### src/design/mmlcd_pkg.sv
`timescale 1ns / 1ps

package mmlcd_pkg;

   // Bits in one output word
   localparam int BYTE_BITS = 8;
   localparam int BIT_CNT_W = $clog2(BYTE_BITS);

   // Widest bit group one symbol can produce (a 4B/5B nibble)
   localparam int GROUP_BITS  = 4;
   localparam int GROUP_CNT_W = $clog2(GROUP_BITS + 1);

   // Symbols in a 4B/5B code group
   localparam int CODE5_LEN = 5;
   localparam int CODE5_CNT_W = $clog2(CODE5_LEN);

   // Received symbol codes
   localparam logic [1:0] SYM_ZERO  = 2'd0;
   localparam logic [1:0] SYM_PLUS  = 2'd1;
   localparam logic [1:0] SYM_MINUS = 2'd2;
   localparam logic [1:0] SYM_ONE   = 2'd3;

   typedef enum logic [2:0] {
      LC_NRZL   = 3'd0,
      LC_NRZI   = 3'd1,
      LC_RZ     = 3'd2,
      LC_MANCH  = 3'd3,
      LC_DMANCH = 3'd4,
      LC_AMI    = 3'd5,
      LC_PSEUDO = 3'd6,
      LC_4B5B   = 3'd7
   } line_code_type;

   // Bits decoded from one symbol: first bit at bits[count-1]
   typedef struct packed {
      logic [GROUP_CNT_W-1:0] count;
      logic [GROUP_BITS-1:0]  bits;
   } bit_group_type;

   typedef struct packed {
      logic                  hit;
      logic [GROUP_BITS-1:0] data;
   } code5_dec_type;

   // 4B/5B receive table
   function automatic code5_dec_type decode_code5(input logic [CODE5_LEN-1:0] code);
      code5_dec_type d;
      d.hit  = 1'b1;
      d.data = '0;
      case (code)
         5'b11110: d.data = 4'h0;
         5'b01001: d.data = 4'h1;
         5'b10100: d.data = 4'h2;
         5'b10101: d.data = 4'h3;
         5'b01010: d.data = 4'h4;
         5'b01011: d.data = 4'h5;
         5'b01110: d.data = 4'h6;
         5'b01111: d.data = 4'h7;
         5'b10010: d.data = 4'h8;
         5'b10011: d.data = 4'h9;
         5'b10110: d.data = 4'hA;
         5'b10111: d.data = 4'hB;
         5'b11010: d.data = 4'hC;
         5'b11011: d.data = 4'hD;
         5'b11100: d.data = 4'hE;
         5'b11101: d.data = 4'hF;
         default:  d.hit  = 1'b0;
      endcase
      return d;
   endfunction

endpackage

### src/design/mmlcd_front.sv
`timescale 1ns / 1ps

// Symbol classifier: turns each accepted symbol into a group of 0 to 4 bits.
module mmlcd_front (
   input  logic                   clock,
   input  logic                   reset,
   input  mmlcd_pkg::line_code_type line_code,
   input  logic                   sym_accept,
   input  logic [1:0]             sym,
   output logic                   group_valid,
   output mmlcd_pkg::bit_group_type group_out
);

   logic started_ff, started_in;
   logic prev_level_ff, prev_level_in;
   logic prev_polar_ff, prev_polar_in;
   logic half_phase_ff, half_phase_in;
   logic [mmlcd_pkg::CODE5_LEN-1:0]   group_shift_ff, group_shift_in;
   logic [mmlcd_pkg::CODE5_CNT_W-1:0] group_count_ff, group_count_in;
   logic group_bad_ff, group_bad_in;

   logic polar, lvl, pp, pl, bad_next;
   logic [mmlcd_pkg::CODE5_LEN-1:0] shift_next;
   mmlcd_pkg::code5_dec_type dec;
   mmlcd_pkg::bit_group_type grp;

   // Per-code decode
   always_comb begin
      polar = (sym == mmlcd_pkg::SYM_PLUS) || (sym == mmlcd_pkg::SYM_MINUS);
      lvl   = (sym == mmlcd_pkg::SYM_MINUS);
      pp    = started_ff ? prev_polar_ff : 1'b1;
      pl    = started_ff ? prev_level_ff : 1'b0;
      bad_next   = group_bad_ff | polar;
      shift_next = {group_shift_ff[mmlcd_pkg::CODE5_LEN-2:0], (sym == mmlcd_pkg::SYM_ONE)};
      dec        = mmlcd_pkg::decode_code5(shift_next);

      grp.count = '0;
      grp.bits  = '0;
      prev_level_in  = prev_level_ff;
      prev_polar_in  = prev_polar_ff;
      half_phase_in  = half_phase_ff;
      group_shift_in = group_shift_ff;
      group_count_in = group_count_ff;
      group_bad_in   = group_bad_ff;

      case (line_code)
         mmlcd_pkg::LC_NRZL: begin
            grp.count = mmlcd_pkg::GROUP_CNT_W'(1);
            grp.bits  = {3'b000, lvl};
         end
         mmlcd_pkg::LC_NRZI: begin
            grp.count = mmlcd_pkg::GROUP_CNT_W'(1);
            grp.bits  = {3'b000, ~(polar && pp && (lvl == pl))};
            prev_polar_in = polar;
            prev_level_in = lvl;
         end
         mmlcd_pkg::LC_RZ, mmlcd_pkg::LC_MANCH, mmlcd_pkg::LC_DMANCH: begin
            if (!half_phase_ff) begin
               grp.count = mmlcd_pkg::GROUP_CNT_W'(1);
               case (line_code)
                  mmlcd_pkg::LC_RZ:    grp.bits[0] = (sym == mmlcd_pkg::SYM_PLUS);
                  mmlcd_pkg::LC_MANCH: grp.bits[0] = (sym != mmlcd_pkg::SYM_PLUS);
                  default: begin
                     // differential: first bit stands alone
                     if (!started_ff) grp.bits[0] = (sym != mmlcd_pkg::SYM_MINUS);
                     else grp.bits[0] = polar && prev_polar_ff && (lvl != prev_level_ff);
                     prev_polar_in = polar;
                     prev_level_in = lvl;
                  end
               endcase
               half_phase_in = 1'b1;
            end else begin
               half_phase_in = 1'b0;
            end
         end
         mmlcd_pkg::LC_AMI: begin
            grp.count = mmlcd_pkg::GROUP_CNT_W'(1);
            grp.bits  = {3'b000, polar};
         end
         mmlcd_pkg::LC_PSEUDO: begin
            grp.count = mmlcd_pkg::GROUP_CNT_W'(1);
            grp.bits  = {3'b000, ~polar};
         end
         default: begin
            // 4B/5B: gather five symbols, then look up the group
            if (group_count_ff == mmlcd_pkg::CODE5_CNT_W'(mmlcd_pkg::CODE5_LEN - 1)) begin
               if (!bad_next && dec.hit) begin
                  grp.count = mmlcd_pkg::GROUP_CNT_W'(mmlcd_pkg::GROUP_BITS);
                  grp.bits  = dec.data;
               end
               group_shift_in = '0;
               group_count_in = '0;
               group_bad_in   = 1'b0;
            end else begin
               group_shift_in = shift_next;
               group_count_in = group_count_ff + 1'b1;
               group_bad_in   = bad_next;
            end
         end
      endcase

      started_in  = started_ff | (grp.count != '0);
      group_valid = sym_accept && (grp.count != '0);
      group_out   = grp;
   end

   // Decode state
   always_ff @(posedge clock) begin
      if (reset) begin
         started_ff     <= 1'b0;
         prev_level_ff  <= 1'b0;
         prev_polar_ff  <= 1'b0;
         half_phase_ff  <= 1'b0;
         group_shift_ff <= '0;
         group_count_ff <= '0;
         group_bad_ff   <= 1'b0;
      end else if (sym_accept) begin
         started_ff     <= started_in;
         prev_level_ff  <= prev_level_in;
         prev_polar_ff  <= prev_polar_in;
         half_phase_ff  <= half_phase_in;
         group_shift_ff <= group_shift_in;
         group_count_ff <= group_count_in;
         group_bad_ff   <= group_bad_in;
      end
   end

endmodule

### src/design/mmlcd_queue.sv
`timescale 1ns / 1ps

// Small FIFO of bit groups between classifier and packer.
module mmlcd_queue #(
   parameter int DEPTH = 4
) (
   input  logic                     clock,
   input  logic                     reset,
   input  logic                     push,
   input  mmlcd_pkg::bit_group_type push_data,
   output logic                     full,
   input  logic                     pop,
   output logic                     not_empty,
   output mmlcd_pkg::bit_group_type head
);

   localparam int PTR_W = $clog2(DEPTH);
   localparam int CNT_W = $clog2(DEPTH + 1);

   mmlcd_pkg::bit_group_type entry_ff [DEPTH];
   logic [PTR_W-1:0] wr_ptr_ff, rd_ptr_ff;
   logic [CNT_W-1:0] count_ff;

   assign full      = (count_ff == CNT_W'(DEPTH));
   assign not_empty = (count_ff != '0);
   assign head      = entry_ff[rd_ptr_ff];

   // Pointers and fill count
   always_ff @(posedge clock) begin
      if (reset) begin
         wr_ptr_ff <= '0;
         rd_ptr_ff <= '0;
         count_ff  <= '0;
      end else begin
         if (push) wr_ptr_ff <= (wr_ptr_ff == PTR_W'(DEPTH - 1)) ? '0 : wr_ptr_ff + 1'b1;
         if (pop)  rd_ptr_ff <= (rd_ptr_ff == PTR_W'(DEPTH - 1)) ? '0 : rd_ptr_ff + 1'b1;
         if (push && !pop)      count_ff <= count_ff + 1'b1;
         else if (pop && !push) count_ff <= count_ff - 1'b1;
      end
   end

   // Entry storage
   always_ff @(posedge clock) begin
      if (push) entry_ff[wr_ptr_ff] <= push_data;
   end

endmodule

### src/design/mmlcd_back.sv
`timescale 1ns / 1ps

// Bit packer: shifts bit groups into a byte, MSB first, and holds the output word.
module mmlcd_back (
   input  logic                     clock,
   input  logic                     reset,
   input  logic                     group_valid,
   input  mmlcd_pkg::bit_group_type group_in,
   output logic                     group_pop,
   output logic                     rsp_valid,
   input  logic                     rsp_ready,
   output logic [mmlcd_pkg::BYTE_BITS-1:0] rsp_data_byte
);

   logic [mmlcd_pkg::BYTE_BITS-1:0] byte_shift_ff, byte_shift_in;
   logic [mmlcd_pkg::BIT_CNT_W-1:0] bit_count_ff, bit_count_in;
   logic                            rsp_valid_ff, rsp_valid_in;
   logic [mmlcd_pkg::BYTE_BITS-1:0] rsp_data_ff, rsp_data_in;
   logic                            emit;
   logic [mmlcd_pkg::BYTE_BITS-1:0] emit_byte;

   // Pop when the output slot is free or draining
   assign group_pop = group_valid && (!rsp_valid_ff || rsp_ready);

   // Shift in up to four bits; at most one byte completes
   always_comb begin
      byte_shift_in = byte_shift_ff;
      bit_count_in  = bit_count_ff;
      emit          = 1'b0;
      emit_byte     = byte_shift_ff;
      for (int i = mmlcd_pkg::GROUP_BITS - 1; i >= 0; i--) begin
         if (mmlcd_pkg::GROUP_CNT_W'(i) < group_in.count) begin
            byte_shift_in = {byte_shift_in[mmlcd_pkg::BYTE_BITS-2:0], group_in.bits[i]};
            if (bit_count_in == mmlcd_pkg::BIT_CNT_W'(mmlcd_pkg::BYTE_BITS - 1)) begin
               emit         = 1'b1;
               emit_byte    = byte_shift_in;
               bit_count_in = '0;
            end else begin
               bit_count_in = bit_count_in + 1'b1;
            end
         end
      end

      rsp_valid_in = rsp_valid_ff && !rsp_ready;
      rsp_data_in  = rsp_data_ff;
      if (group_pop && emit) begin
         rsp_valid_in = 1'b1;
         rsp_data_in  = emit_byte;
      end
   end

   // Packing state and output word
   always_ff @(posedge clock) begin
      if (reset) begin
         byte_shift_ff <= '0;
         bit_count_ff  <= '0;
         rsp_valid_ff  <= 1'b0;
      end else begin
         if (group_pop) begin
            byte_shift_ff <= byte_shift_in;
            bit_count_ff  <= bit_count_in;
         end
         rsp_valid_ff <= rsp_valid_in;
      end
   end

   always_ff @(posedge clock) begin
      rsp_data_ff <= rsp_data_in;
   end

   assign rsp_valid     = rsp_valid_ff;
   assign rsp_data_byte = rsp_data_ff;

endmodule

### src/design/multi_mode_line_code_decoder.sv
`timescale 1ns / 1ps

// Channel   Ports                         Dir   Word
// req       req_valid/req_ready           in    req_symbol[1:0]
// rsp       rsp_valid/rsp_ready           out   rsp_data_byte[7:0]
// csr       csr_valid/csr_ready           in    csr_line_code[2:0]
//
// One symbol is taken per cycle while the queue is not full; a decoded byte
// passes from the classifier through the queue to the output register.
// Reset (synchronous) clears decode state, packer and queue; line code is NRZ-L.
// The classifier stalls only when the queue is full; the packer stalls only
// when a finished byte waits on rsp_ready.
module multi_mode_line_code_decoder #(
   parameter int QUEUE_DEPTH = 4
) (
   input  logic       clock,
   input  logic       reset,
   input  logic       req_valid,
   output logic       req_ready,
   input  logic [1:0] req_symbol,
   output logic       rsp_valid,
   input  logic       rsp_ready,
   output logic [7:0] rsp_data_byte,
   input  logic       csr_valid,
   output logic       csr_ready,
   input  logic [2:0] csr_line_code
);

   mmlcd_pkg::line_code_type line_code_ff;
   logic                     req_accept;
   logic                     q_push, q_full, q_pop, q_not_empty;
   mmlcd_pkg::bit_group_type q_in, q_head;

   // Line code register
   assign csr_ready = 1'b1;
   always_ff @(posedge clock) begin
      if (reset) line_code_ff <= mmlcd_pkg::LC_NRZL;
      else if (csr_valid) line_code_ff <= mmlcd_pkg::line_code_type'(csr_line_code);
   end

   assign req_ready  = !q_full;
   assign req_accept = req_valid && req_ready;

   mmlcd_front u_front (
      .clock       (clock),
      .reset       (reset),
      .line_code   (line_code_ff),
      .sym_accept  (req_accept),
      .sym         (req_symbol),
      .group_valid (q_push),
      .group_out   (q_in)
   );

   mmlcd_queue #(
      .DEPTH (QUEUE_DEPTH)
   ) u_queue (
      .clock     (clock),
      .reset     (reset),
      .push      (q_push),
      .push_data (q_in),
      .full      (q_full),
      .pop       (q_pop),
      .not_empty (q_not_empty),
      .head      (q_head)
   );

   mmlcd_back u_back (
      .clock         (clock),
      .reset         (reset),
      .group_valid   (q_not_empty),
      .group_in      (q_head),
      .group_pop     (q_pop),
      .rsp_valid     (rsp_valid),
      .rsp_ready     (rsp_ready),
      .rsp_data_byte (rsp_data_byte)
   );

   // Queue never written while full
   assert property (@(posedge clock) disable iff (reset) q_push |-> !q_full)
      else $error("bit group queue overflow");

   // Empty groups are never queued
   assert property (@(posedge clock) disable iff (reset) q_pop |-> (q_head.count != '0))
      else $error("empty bit group reached packer");

   // A group larger than a nibble never leaves the classifier
   assert property (@(posedge clock) disable iff (reset)
      q_push |-> (q_in.count <= 3'(mmlcd_pkg::GROUP_BITS)))
      else $error("bit group count out of range");

   // No word is offered right after reset
   assert property (@(posedge clock) reset |=> !rsp_valid)
      else $error("output valid after reset");

endmodule

### config.mk
export PLATFORM = sky130hd
export DESIGN_NAME = multi_mode_line_code_decoder
export DESIGN_NICKNAME = d
export VERILOG_FILES = /design/src/design/mmlcd_pkg.sv /design/src/design/mmlcd_front.sv /design/src/design/mmlcd_queue.sv /design/src/design/mmlcd_back.sv /design/src/design/multi_mode_line_code_decoder.sv
export SDC_FILE = /design/constraint.sdc
export NUM_CORES = 1
export LEC_CHECK = 0
export BUFFER_PORTS_ARGS = -buffer_cell sky130_fd_sc_hd__clkbuf_2
export CAP_MARGIN = 10
export CORE_MARGIN = 2
export CORE_UTILIZATION = 58
export DETAILED_ROUTE_END_ITERATION = 10
export PLACE_DENSITY = 0.76
export REMOVE_ABC_BUFFERS = 1
export SLEW_MARGIN = 10
export SYNTH_ARGS = -nofsm -noshare
export SYNTH_HDL_FRONTEND = slang
export SYNTH_SLANG_ARGS = --single-unit
### constraint.sdc
create_clock -name clock -period 4.2 [get_ports clock]
set_input_delay 0.42 -clock clock [delete_from_list [all_inputs] [get_ports clock]]
set_output_delay 0.42 -clock clock [all_outputs]
set_load 0.005 [all_outputs]
==> results.sh, run 1 <==
export IMPL_status="finished, final reports clean"
export IMPL_viasPerCell=5.88
export IMPL_dp_hpwl_mm=5.09
export IMPL_skew_ps=10.6
export IMPL_fp_dieH_um=84.0
export IMPL_multiInputGateArea_um2=1860
export IMPL_maxCapViolations=0
export IMPL_synth_edf_count=32
export IMPL_path_clk_slew_ps=80
export IMPL_routed_top_layer="met4"
export IMPL_hold_worst_slack_ps=299
export IMPL_fmax_mhz=259
export IMPL_cts_resized=0
export IMPL_wl_met1_mm=3.08
export IMPL_worstPathMaxFanout=24
export IMPL_hold_class="primary input to flop"
export IMPL_register_area_um2=1680
export IMPL_fin_tns_setup_ps=0
export IMPL_rsz0062_at_grt="no"
export IMPL_area_growth_pct=9.00
export IMPL_numCtsBuffers=9
export IMPL_wl_met3_um=273
export IMPL_post_cts_setup_buffers=0
export IMPL_min_period_ps=3850
export IMPL_die_x_um=84.0
export IMPL_yosys_top_cells_count="nand2_1, dfxtp_1, edfxtp_1, nor2_1, mux2i_1"
export IMPL_yosys_warnings=0
export IMPL_wire_per_inst_um=15.8
export IMPL_synth_area_leader_cell="edfxtp_1"
export IMPL_htree_num_levels=3
export IMPL_grt_max_degree=36
export IMPL_fin_nets=402
export IMPL_wl_met2_mm=3.64
export IMPL_peakVddDrop_mv=0.303
export IMPL_ant_nets=0
export IMPL_worstSkewPairLatency_ps=350
export IMPL_cts_tree="built"
export IMPL_gr_usage_all_layers_pct=21.8
export IMPL_p_leak_nw=1.60
export IMPL_totalWireLength_mm=7.18
export IMPL_slew_headroom_pct=42.1
export IMPL_crit_arrival_ps=3880
export IMPL_clockRootBuffer="clkbuf_8"
export IMPL_place_ws_ps=380
export IMPL_syn_area_um2=3710
export IMPL_clock_sinks=68
export IMPL_grt_ovfl_total=0
export IMPL_initial_core_util_pct=59.1
export IMPL_synth_main_ff_cell="dfxtp_1"
export IMPL_fillCellCount=510
export IMPL_min_period_over_period_pct=91.8
export IMPL_drtIter0Drc=143
export IMPL_coreArea_um2=6280
export IMPL_layout_drive_gt1_share_pct=17.0
export IMPL_tightest_slew_ps=868
export IMPL_ys_types=61
export IMPL_yosysSeqAreaShare_pct=45.3
export IMPL_setup_ws_ps=346
export IMPL_synthArstFlopShare_pct=0
export IMPL_netlist_top_cells_area="edfxtp_1, dfxtp_1, ha_1"
export IMPL_yosysMostFrequentCell="nand2_1"
export IMPL_ctsLongestPathBuffers=2
export IMPL_setup_viol=0
export IMPL_vias=2665
export IMPL_antenna_cells=0
export IMPL_final_area_um2=4050
export IMPL_ys_ff_latch=68
export IMPL_io_buffers=19
export IMPL_path_class="flop to flop"
export IMPL_p_per_area_nw_per_um2=563
export IMPL_num_rows=29
export IMPL_drtPass1Iterations=6
export IMPL_synthCells=358
export IMPL_ioPinCount=21
export IMPL_drc=0
export IMPL_slew_violations=0
export IMPL_grt_pass1_wl_mm=12.1
export IMPL_place_congestion=0.896
export IMPL_final_util_pct=64.4
export IMPL_finalHoldViolCount=0
export IMPL_die_area_um2=7050
export IMPL_cp_start_kind="flop"
export IMPL_placed_area_um2=3810
export IMPL_syn_area_per_cell_um2=10.4
export IMPL_grt_pass1_vias=2580
export IMPL_hold_buffers=0
export IMPL_antenna_found_initial=0
export IMPL_synth_top_area_share_pct=25.9
export IMPL_crit_required_ps=4220
export IMPL_endpoint_kind="flop"
## cell usage in the layout, fill, tap and decap left out, types with 14 or more instances in the layout
cell type and count:
nand2_1 39, dfxtp_1 36, edfxtp_1 32, nor2_1 26, mux2i_1 22, ha_1 20
a21oi_1 19, clkbuf_2 19, o21ai_0 18, inv_1 14
## state kept, by name (all words and copies together) (netlist names), 2 cells and up, named ones only
name / count
u_queue.entry_ff: 24
u_back.byte_shift_ff: 8
u_back.rsp_data_byte: 8
u_front.group_shift_ff: 4
line_code_ff: 3
u_back.bit_count_ff: 3
u_front.group_count_ff: 3
u_queue.count_ff: 3
u_queue.rd_ptr_ff: 2
u_queue.wr_ptr_ff: 2
## where the power goes
part	internal, W	switching [W]
Clock	0.000339	0.000260
Combinational	0.000339	0.000436
Sequential	0.000802	0.000101
Total	0.00148	0.000797
## cells by family (layout without fill, tap and decap cells)
logic type | Yosys count | in the layout | synth area share [%]
XOR/XNOR | 7 | 7 | 1.65
flip-flops | 68 | 68 | 45.3
AND/OR/NAND/NOR | 125 | 125 | 17.1
buffers and inverters | 35 | 53 | 4.55
multiplexers | 29 | 29 | 9.98
other | 1 | 1 | 0.101
adder cells (fa/ha/maj) | 21 | 21 | 7.28
AO/OA/AOI/OAI | 72 | 72 | 14.0
## layout make-up
class,instances,share of cell area (%)
timing repair buffer,22,2.91
clock buffer,13,5.26
clock inverter,3,0.495
tap,77,2.38
sequential,68,41.6
multi-input combinational,255,46.0
inverter,15,1.39
## through the flow
| step | power [W] | cells |
|---|---|---|
| finish | 0.00228 | 453 |
| global route | 0.00240 | 453 |
| CTS | 0.00228 | 453 |
| detailed placement | 0.00169 | 437 |
| global placement | 0.00165 | 437 |
| floorplan | 0.00148 | 338 |
## worst paths after layout
| path | cells after the start | slack [ps] | end | startpoint |
|---|---|---|---|---|
| worst min register to register | 2 | 480 | u_front.group_count_ff[0] | u_front.group_count_ff[0] |
| worst max-delay path | 15 | 350 | u_back.rsp_data_byte[0] | flop |
| worst min-delay path | 3 | 300 | line_code_ff[2] | csr_line_code[2] |
| worst max register to register | 15 | 350 | u_back.rsp_data_byte[0] | flop |
## routing by layer
| metal | track usage [%] | vias to the layer above |
|---|---|---|
| li1 | - | 1318 |
| met1 | 27.2 | 1265 |
| met2 | 36.3 | 65 |
| met3 | 4.06 | 17 |
| met4 | 11.0 | 0 |
| met5 | 0 | - |
## critical path, stage by stage, from the launching register on
cell	delay (ps)
dfxtp_1	350
mux4_2	790
inv_2	250
nand2_1	110
nand2_1	80
ha_1	220
nand2_1	60
nand2_1	60
ha_1	180
ha_1	280
nand2_1	40
nand2_1	90
ha_1	230
nor2b_1	380
o21bai_1	150
inv_1	260
(Power assumes the default switching activity.)
==> run 2: changes to the inputs <==
--- a/config.mk
+++ b/config.mk
@@ -5,6 +5,7 @@
 export SDC_FILE = /design/constraint.sdc
 export NUM_CORES = 1
 export LEC_CHECK = 0
+export ABC_AREA = 1
 export BUFFER_PORTS_ARGS = -buffer_cell sky130_fd_sc_hd__clkbuf_2
 export CAP_MARGIN = 10
 export CORE_MARGIN = 2
==> results.sh, run 2 <==
export IMPL_ys_types=41
export IMPL_timing_rr_end="u_back.rsp_data_byte[0]"
export IMPL_synth_top_area_share_pct=24.9
export IMPL_crit_required_ps=4290
export IMPL_tightest_slew_ps=740
export IMPL_fin_tns_setup_ps=0
export IMPL_max_stage_delay_ps=510
export IMPL_synth_adder_area_share_pct=7.00
export IMPL_grt_max_degree=25
export IMPL_min_period_over_period_pct=91.4
export IMPL_crit_arrival_ps=3930
export IMPL_netlist_top_cells_area="edfxtp_1, dfxtp_1, nand2_1"
export IMPL_area_growth_pct=7.52
export IMPL_synthArstFlopShare_pct=0
export IMPL_hold_worst_slack_ps=365
export IMPL_yosysSeqAreaShare_pct=43.6
export IMPL_layout_drive_gt1_share_pct=10.3
export IMPL_synth_compound_area_share_pct=17.5
export IMPL_yosys_top_cells_count="nand2_1, inv_1, nor2_1, a21oi_1, dfxtp_1"
export IMPL_peakVddDrop_mv=0.381
export IMPL_endpoint="u_back.rsp_data_byte[0]"
export IMPL_fp_dieH_um=85.6
export IMPL_slew_violations=0
export IMPL_synth_top_family_by_area="simple AND/OR/NAND/NOR gates"
export IMPL_cts_resized=0
export IMPL_io_buffers=19
export IMPL_place_congestion=1.02
export IMPL_yosys_warnings=0
export IMPL_syn_area_per_cell_um2=7.98
export IMPL_antenna_cells=0
export IMPL_yosysMostFrequentCell="nand2_1"
export IMPL_synthMuxAreaShare_pct=0
export IMPL_endpoint_kind="flop"
export IMPL_synth_edf_count=32
export IMPL_crit_slowest_cell="dfxtp_1"
export IMPL_grt_pass1_wl_mm=14.2
export IMPL_cp_depth=19
export IMPL_status="finished, final reports clean"
export IMPL_gr_usage_all_layers_pct=24.4
export IMPL_clock_sinks=68
export IMPL_multiInputGateArea_um2=1830
export IMPL_p_per_area_nw_per_um2=604
export IMPL_drtPass1Iterations=5
export IMPL_p_leak_nw=1.83
export IMPL_cp_common_cell="inv_1"
export IMPL_finalHoldViolCount=0
export IMPL_synth_simple_gate_area_share_pct=22.5
export IMPL_grt_ovfl_total=0
export IMPL_ctsLongestPathBuffers=2
export IMPL_drc=0
export IMPL_post_cts_setup_buffers=0
export IMPL_cts_tree="built"
export IMPL_rr_worst_depth=19
export IMPL_final_area_um2=4150
export IMPL_path_cells="inv_1, nand3_2, nand2_8, inv_2, o21ai_1, o21ai_1, inv_1, ha_1, o21ai_0, inv_1, ha_1, o21ai_0, inv_1, ha_1, ha_1, nand2_1, inv_1, a31oi_1, a21oi_1"
export IMPL_synthXorXnorAreaFrac_pct=0.227
export IMPL_grt_pass1_vias=3126
export IMPL_antenna_found_initial=0
export IMPL_numCtsBuffers=9
export IMPL_register_area_um2=1680
export IMPL_ant_nets=0
export IMPL_drtIter0Drc=191
export IMPL_syn_area_um2=3860
export IMPL_vias=3261
export IMPL_hold_class="primary input to flop"
export IMPL_htree_num_levels=3
export IMPL_coreArea_um2=6390
export IMPL_path_class="flop to flop"
export IMPL_worst_path_buf_inv=6
export IMPL_worstPathMaxFanout=16
export IMPL_synthCells=484
export IMPL_hold_buffers=0
export IMPL_clockRootBuffer="clkbuf_8"
export IMPL_setup_viol=0
export IMPL_largest_reg_flops=24
export IMPL_wire_per_inst_um=14.2
export IMPL_totalWireLength_mm=8.25
export IMPL_slew_headroom_pct=50.6
export IMPL_ioPinCount=21
export IMPL_top_register="u_queue.entry_ff"
export IMPL_initial_core_util_pct=60.4
export IMPL_critical_path_top_delay_family="adder cells"
export IMPL_fillCellCount=573
export IMPL_dp_hpwl_mm=6.07
export IMPL_viasPerCell=5.60
export IMPL_die_x_um=85.6
export IMPL_ys_ff_latch=68
export IMPL_min_period_ps=3840
export IMPL_fin_nets=531
export IMPL_skew_ps=8.08
export IMPL_path_clk_slew_ps=70
export IMPL_synth_area_leader_cell="edfxtp_1"
export IMPL_cp_start_kind="flop"
export IMPL_rsz0062_at_grt="no"
export IMPL_die_area_um2=7320
export IMPL_final_cell_mix="nand2_1, inv_1, nor2_1"
export IMPL_synth_main_ff_cell="dfxtp_1"
export IMPL_placed_area_um2=3970
export IMPL_maxCapViolations=0
export IMPL_num_rows=29
export IMPL_worstSkewPairLatency_ps=340
export IMPL_final_common_cell="nand2_1"
export IMPL_rrSetupSlack_ps=360
export IMPL_fmax_mhz=260
==> run 2: changes by cell type after synthesis, moves of 6 or more <==
cell	previous run	this run
mux2i_1	22	0
mux4_2	6	0
nor2_1	26	51
inv_1	14	64
nand3_1	8	27
nand2b_1	11	0
a211oi_2	8	0
o21ai_1	1	11
o21ai_0	18	33
nand2_1	39	91
a21oi_1	19	39
o211ai_1	3	10
==> run 2: layout make-up <==
class | count | area share (%)
clock buffers | 12 | 3.26
clock inverters | 4 | 1.03
inverters | 69 | 6.24
multi-input cells | 331 | 44.0
flip-flops and latches | 68 | 40.5
well taps | 77 | 2.32
repair buffers | 21 | 2.65
==> run 2: layer usage <==
layer / part of all wire [%] / wire [µm] / track usage (%)
met5: 0 / 0 / 0
met4: 3.3 / 270 / 13.4
met3: 5.0 / 410 / 3.27
met2: 48 / 3970 / 41.5
met1: 44 / 3600 / 29.9
==> run 2: logic make-up (layout without fill, tap and decap cells) <==
group                    count (synthesis)  after routing
flip-flops                              68             68
AO/OA/AOI/OAI                          115            115
AND/OR/NAND/NOR                        193            193
buffers and inverters                   85            106
adder cells (fa/ha/maj)                 21             21
other                                    1              1
XOR/XNOR                                 1              1
==> run 2: through the flow <==
stage               setup WS [ps]  std cells  utilization (%)  total power, W
floorplan                     703        468                -         0.00171
global placement              634        566             62.2         0.00196
detailed placement            428        566             62.2         0.00199
CTS                           405        582             65.0         0.00250
global route                 3.73        582             65.0         0.00270
finish                        360        582             65.0         0.00251
==> run 2: worst min path at each step <==
stage / from / end / cells past startpoint
3_3_place_gp: u_front.half_phase_ff / u_front.half_phase_ff / 1
4_1_cts: csr_line_code[2] / line_code_ff[2] / 3
6_report: csr_line_code[2] / line_code_ff[2] / 3
2_1_floorplan: u_front.half_phase_ff / u_front.half_phase_ff / 1
5_1_grt: csr_line_code[1] / line_code_ff[1] / 3
3_5_place_dp: u_front.half_phase_ff / u_front.half_phase_ff / 1
==> run 2: worst register-to-register path, stage by stage, from the launching register on <==
cell,delay (ps)
dfxtp_1,510
inv_1,170
nand3_2,160
nand2_8,120
inv_2,190
o21ai_1,90
o21ai_1,110
inv_1,100
ha_1,300
o21ai_0,160
inv_1,70
ha_1,270
o21ai_0,160
inv_1,60
ha_1,200
ha_1,200
nand2_1,250
inv_1,190
a31oi_1,180
a21oi_1,90
==> run 2: power by group <==
part | switching, W | internal [W]
clock | 0.000237 | 0.000270
combinational | 0.000702 | 0.000370
sequential | 0.0000969 | 0.000833
